===== config.mk =====
export PLATFORM = sky130hd
export DESIGN_NAME = mbg_ram
export DESIGN_NICKNAME = d
export VERILOG_FILES = /design/src/design/mbg_ram.sv
export SDC_FILE = /design/constraint.sdc
export NUM_CORES = 2
export LEC_CHECK = 0
export BUFFER_PORTS_ARGS = -buffer_cell sky130_fd_sc_hd__buf_2
export CORE_MARGIN = 5
export CORE_UTILIZATION = 50
export DETAILED_ROUTE_END_ITERATION = 10
export PLACE_DENSITY = 0.71
export SYNTH_ARGS = -nofsm -noshare
export SYNTH_HDL_FRONTEND = slang
export SYNTH_SLANG_ARGS = --single-unit

===== constraint.sdc =====
create_clock -name i_clk -period 2.5 [get_ports i_clk]
set_input_delay 0.5 -clock i_clk [delete_from_list [all_inputs] [get_ports i_clk]]
set_output_delay 0.5 -clock i_clk [all_outputs]
set_load 0.02 [all_outputs]

===== src/design/mbg_ram.sv =====
// Generic single-write, single-read RAM with a registered read port.
// Stands alone; instantiated for the visited map copies and the cell stack.
module mbg_ram #(
    parameter int WIDTH = 8,
    parameter int DEPTH = 256
) (
    input  logic                     i_clk,
    input  logic                     i_we,
    input  logic [$clog2(DEPTH)-1:0] i_waddr,
    input  logic [WIDTH-1:0]         i_wdata,
    input  logic                     i_re,
    input  logic [$clog2(DEPTH)-1:0] i_raddr,
    output logic [WIDTH-1:0]         o_rdata
);

    logic [WIDTH-1:0] r_mem [DEPTH];
    logic [WIDTH-1:0] r_rdata;

    always_ff @(posedge i_clk) begin
        if (i_we) begin
            r_mem[i_waddr] <= i_wdata;
        end
    end

    // The read data holds until the next read.
    always_ff @(posedge i_clk) begin
        if (i_re) begin
            r_rdata <= r_mem[i_raddr];
        end
    end

    assign o_rdata = r_rdata;

endmodule


Yosys cells after proc, flatten, opt, wreduce, memory -nomap -nowiden
Memory sizes are Yosys's and may differ from the RTL's. A register that Yosys moved wholly into a read port is not among the register bits.
Index checks and enable logic that the tools add are counted.
{ "word_totals": {"regBits": 0, "ram_bits": 2048, "output_inout_bits": 8, "n_memories": 1} }
{ "mem_list": {"columns": ["memory", "words", "width", "rd", "rd_ports_with_merged_regs", "wr", "line_no", "source"], "rows": [
  ["r_mem", 256, 8, 1, 1, 1, "16", "logic [WIDTH-1:0] r_mem [DEPTH];"]
]} }
{ "op_classes": {"n_mux": 2} }
{ "ops": {"columns": ["cell", "n"], "rows": [
  ["two-way mux 1 bit", 2]
]} }

Logic depth before layout (Yosys ltp)
{ "depth": {"depth_word": 2, "depth_mapped": 11} }

Worst setup path after synthesis
No wires, ideal clock.
{ "synth_timing": {"kind": "input to register", "start": "input i_raddr[0]", "end": "register r_rdata[2], in the netlist o_rdata[2] (read register of r_mem) (data pin)", "setup_time_ns": 0.269, "arrival_time_ns": 2.307, "required_ns": 2.231, "setup_slack_ns": -0.076, "stages": 9, "cell_sequence": "buf_6 buf_12 buf_8 buf_2 mux4_2 a22oi_1 a21oi_1 nor4_1 nor4_2"} }
{ "synth_rtl": {"columns": ["item", "line_no", "source"], "rows": [
  ["from (decl)", "12", "input logic [$clog2(DEPTH)-1:0] i_raddr,"],
  ["to (decl)", "17", "logic [WIDTH-1:0] r_rdata;"]
]} }

==> impl_summary.md <==
Timing
Dividing the final minimum period by the clock period gives 100%. Across all hold checks on the routed design, the worst slack comes to 0.124 ns. The worst pin sits at a relative slew slack of just over 50%. The worst clock skew is 0.0307 ns. Setup repair after global routing could not meet its margin everywhere. The highest clock rate is 400 MHz. The minimum period implied by the final worst setup slack is approximately 2.5 ns. The setup TNS is -0.00172 ns. The count of final hold-check violations is 0. The final-report max-slew violation count is 0. Setup violations remaining at the end of the flow were counted as 1.

At the pin with the least slew margin, the transition time is 0.731 ns. The worst setup margin is -0.00172 ns.

Logic synthesis
During synthesis, Yosys emitted a total of 0 warnings. The number of enable-type register cells in the synthesized netlist is 2,056. The synthesized instance count is 3,733. The mapped netlist covers ~80,000 µm². The mean cell area of the mapped netlist is 21.3 µm². The post-synth net total is 3,760. Sequential elements use 77.5% of the synthesized area. The number of synthesized register bits is 2,056. For this run, the leading register cell type out of synthesis is sky130_fd_sc_hd__edfxtp_1. The async set-or-reset flop fraction in the synthesized netlist is 0%.

The number of different library cells in the post-synthesis netlist is 54.

Power and ir drop
The clock group share of total power is 40.0%. Net switching is about a fifth of the power. Summing internal, switching and leakage power gives roughly 70,000 µW. In this run the power spent charging and discharging nets is roughly 15,000 µW. Cell internal power was estimated by the tool at ~55,000 µW. Per report_power, the sequential group accounts for 54.4% of the total. The worst voltage drop across the vdd grid is 0.766 mV.

The leakage power of the design is 0.0303 µW. The areal power density over the cells is approximately 750 nW/µm². The portion of total power attributed to combinational logic is around 5.6%.

Die
The floorplan step defined a die boundary enclosing about 170,000 µm². The die is between 400 and 500 µm tall. The die is 409 µm wide. 35 I/O pins were placed. The floorplan row count is 146.

The effective utilization at floorplan is 50.3%. The region available for standard cell placement spans 158,000 µm².

Clocking
The CTS H-tree depth is 4. The CTS tree is built. The number of setup buffers added after CTS is 0. The cts-stage hold buffer count is 0. The root cell of the clock tree is sky130_fd_sc_hd__clkbuf_16. Clock tree synthesis found a total of 2,056 sinks.

The number of buffers added by the clock tree synthesis step is around 200. The clock latency reported for the late side of the worst-skew pair is 0.82 ns. The clock transition at the registers of the reported paths is 0.06 ns.

The maximum number of buffers from clock root to sink is 3.

Hold path
The class of the most critical hold timing path is in -> reg. Counting instances, the worst hold path has a depth of 1.

Worst setup path
The critical path launch point type is a primary input. The element type at the critical path end is a flip-flop. Data on the critical path arrives at its endpoint at 3.08 ns.

The maximum net fanout on the critical path is 11. The cell depth of the worst flop-to-flop path is 6. The worst path required time is 3.08 ns.

The path type of the worst setup path is in -> reg.

Drt
After detailed routing, the average wire length per cell comes to 29.4 µm. The remaining design rule violation count is 0. The detailed router finished its first iteration with 5,644 violations. Dividing the detail-routed via count by the number of cells gives 6.21. The detailed-route wire length is 196 mm. The via total after detailed routing is between 40,000 and 50,000. The number of routed nets with antenna violations is 0. The detailed-routing iteration count for the pre-antenna-repair pass is 5.

Global routing
Entering global routing, the biggest net connects 101 pins. For met2 alone, demand over resource in global routing was a little over a third. The initial antenna violation count was 14. For this run, the total global-route usage over all layers was measured as 23.4%.

The number of global-route vias before repair is 41,800. Global routing used approximately 5.5% of the available met3 tracks. The met1 layer usage reported by global route is 33.5%. The overall overflow remaining after global route is 0. The first global-routing pass estimated 286 mm of wire. The layer with the highest usage is met2.

Finish
The share of layout cells above drive strength 1 is around 32%. At the end of the flow, the number of nets in the layout was 4,468. Fill cells in the final layout number roughly 11,000.

The area growth from synthesis to layout is 17.5%. At the end of the flow the core is filled with cells to 59.1%.

Outcome
The final reports fail on negative setup slack. The run finished, with violations left.

Placement
The last weighted congestion value of the routability-driven placer is 0.860. The half-perimeter wire length after detailed placement is 126 mm. The number of buffers inserted by port buffering is 34.

Flow run
The number of max-cap violations is 0.
## critical path, stage by stage
cell	delay, ns
sky130_fd_sc_hd__buf_2	0.51
sky130_fd_sc_hd__buf_4	0.38
sky130_fd_sc_hd__nor2_4	0.12
sky130_fd_sc_hd__buf_4	0.21
sky130_fd_sc_hd__buf_12	0.16
sky130_fd_sc_hd__a22oi_1	0.31
sky130_fd_sc_hd__a21oi_1	0.20
sky130_fd_sc_hd__nor4_1	0.35
sky130_fd_sc_hd__buf_4	0.24
sky130_fd_sc_hd__nor4_2	0.05
## layout make-up
| cell class | count | area, µm² | area share (%) |
|---|---|---|---|
| tap | 2072 | 2590 | 2.77 |
| inverter | 2 | 7.51 | 0.00802 |
| timing repair buffer | 741 | 6570 | 7.02 |
| clock buffer | 256 | 5260 | 5.62 |
| antenna | 6 | 15.0 | 0.0160 |
| clock inverter | 99 | 773 | 0.826 |
| sequential | 2056 | 61700 | 66.0 |
| multi-input combinational | 1442 | 16600 | 17.8 |
## state kept, by name, indices dropped and copies added (netlist names)
register / flops
r_mem: 2048
o_rdata: 8
## cells in the final DEF, fill, tap and decap left out, types with 4 or more instances in the layout
master	count
sky130_fd_sc_hd__clkinv_2	27
sky130_fd_sc_hd__a211oi_1	11
sky130_fd_sc_hd__nand2b_1	8
sky130_fd_sc_hd__nor2_1	279
sky130_fd_sc_hd__o211ai_1	10
sky130_fd_sc_hd__clkinv_1	45
sky130_fd_sc_hd__o21ai_0	9
sky130_fd_sc_hd__a22o_1	8
sky130_fd_sc_hd__inv_6	4
sky130_fd_sc_hd__nand2_1	33
sky130_fd_sc_hd__bufinv_16	9
sky130_fd_sc_hd__nor3_2	4
sky130_fd_sc_hd__o22a_1	5
sky130_fd_sc_hd__buf_4	629
sky130_fd_sc_hd__a211oi_2	5
sky130_fd_sc_hd__nand3_1	34
sky130_fd_sc_hd__o221ai_1	46
sky130_fd_sc_hd__clkbuf_8	8
sky130_fd_sc_hd__mux2i_1	134
sky130_fd_sc_hd__nor2b_1	27
sky130_fd_sc_hd__or2_2	4
sky130_fd_sc_hd__clkbuf_16	202
sky130_fd_sc_hd__a21oi_1	96
sky130_fd_sc_hd__mux4_2	454
sky130_fd_sc_hd__nor4_1	18
sky130_fd_sc_hd__nor4_2	7
sky130_fd_sc_hd__a221oi_1	12
sky130_fd_sc_hd__nand4_1	10
sky130_fd_sc_hd__buf_2	23
sky130_fd_sc_hd__and2_1	6
sky130_fd_sc_hd__o22ai_1	28
sky130_fd_sc_hd__clkbuf_1	54
sky130_fd_sc_hd__buf_12	79
sky130_fd_sc_hd__clkinvlp_4	9
sky130_fd_sc_hd__edfxtp_1	2056
sky130_fd_sc_hd__diode_2	6
sky130_fd_sc_hd__nor3_1	15
sky130_fd_sc_hd__a22oi_1	133
## logic make-up after synthesis
| family | count (synthesis) | synth area share, % |
|---|---|---|
| AOI/OAI and AO/OA | 385 | 3.42 |
| buffers and inverters | 235 | 1.83 |
| DFF | 2056 | 77.5 |
| muxes | 591 | 14.6 |
| and+or+nand+nor | 466 | 2.63 |
## worst paths after layout
kind	startpoint	end	slack, ns
worst min register to register	r_mem[40][3]	o_rdata[3]	1.16
worst max register to register	r_mem[66][2]	o_rdata[2]	0.01
worst min-delay path	i_re	o_rdata[4]	0.12
worst max-delay path	i_raddr[4]	o_rdata[2]	-0.002
## cells in the mapped netlist (13+ instances only)
cell | n | share of area (%)
sky130_fd_sc_hd__edfxtp_1 | 2056 | 78
sky130_fd_sc_hd__mux4_2 | 454 | 13
sky130_fd_sc_hd__nor2_1 | 282 | 1.3
sky130_fd_sc_hd__mux2i_1 | 134 | 1.7
sky130_fd_sc_hd__a22oi_1 | 133 | 1.3
sky130_fd_sc_hd__clkbuf_1 | 111 | 0.52
sky130_fd_sc_hd__a21oi_1 | 96 | 0.60
sky130_fd_sc_hd__o221ai_1 | 46 | 0.51
sky130_fd_sc_hd__nand3_1 | 34 | 0.21
sky130_fd_sc_hd__nand2_1 | 33 | 0.16
sky130_fd_sc_hd__buf_2 | 31 | 0.19
sky130_fd_sc_hd__nor2b_1 | 31 | 0.24
sky130_fd_sc_hd__o22ai_1 | 28 | 0.22
sky130_fd_sc_hd__buf_4 | 27 | 0.25
sky130_fd_sc_hd__nor4_1 | 24 | 0.19
sky130_fd_sc_hd__buf_1 | 22 | 0.10
sky130_fd_sc_hd__nor3_1 | 22 | 0.14
sky130_fd_sc_hd__buf_6 | 21 | 0.30
sky130_fd_sc_hd__a211oi_1 | 16 | 0.15
sky130_fd_sc_hd__a221oi_1 | 13 | 0.14
sky130_fd_sc_hd__buf_8 | 13 | 0.25
## through the flow
| stage | std cells | setup WS [ns] | cell area [µm²] |
|---|---|---|---|
| detailed placement | 6313 | -1.40 | 87400 |
| global placement | 6313 | -1.35 | 87400 |
| floorplan | 3733 | -0.00496 | 79700 |
| CTS | 6668 | -0.0229 | 93500 |
| finish | 6674 | -0.00172 | 93600 |
| global route | 6668 | -0.0213 | 93600 |
## power groups by stage
stage	Sequential [µW]	Clock [µW]	Combinational [µW]
3_5_place_dp	38800	0	3900
3_3_place_gp	38800	0	3830
4_1_cts	38100	28400	3940
2_1_floorplan	38800	0	1860
5_1_grt	38100	30000	4150
6_report	38100	28000	3950
## routing by layer
metal	share of wire, %	wire length (µm)
met1	39	76800
met2	47	92700
met3	11	20600
met4	3.0	5800
met5	0.038	74
## repair_timing
action,in CTS,in global routing
cloned,0,0
endpoints found under the hold margin,0,0
endpoints found under the setup margin,7,8
pin swaps,4,4
gates resized for setup,15,13
No activity file was read; power rests on OpenSTA's default activity.
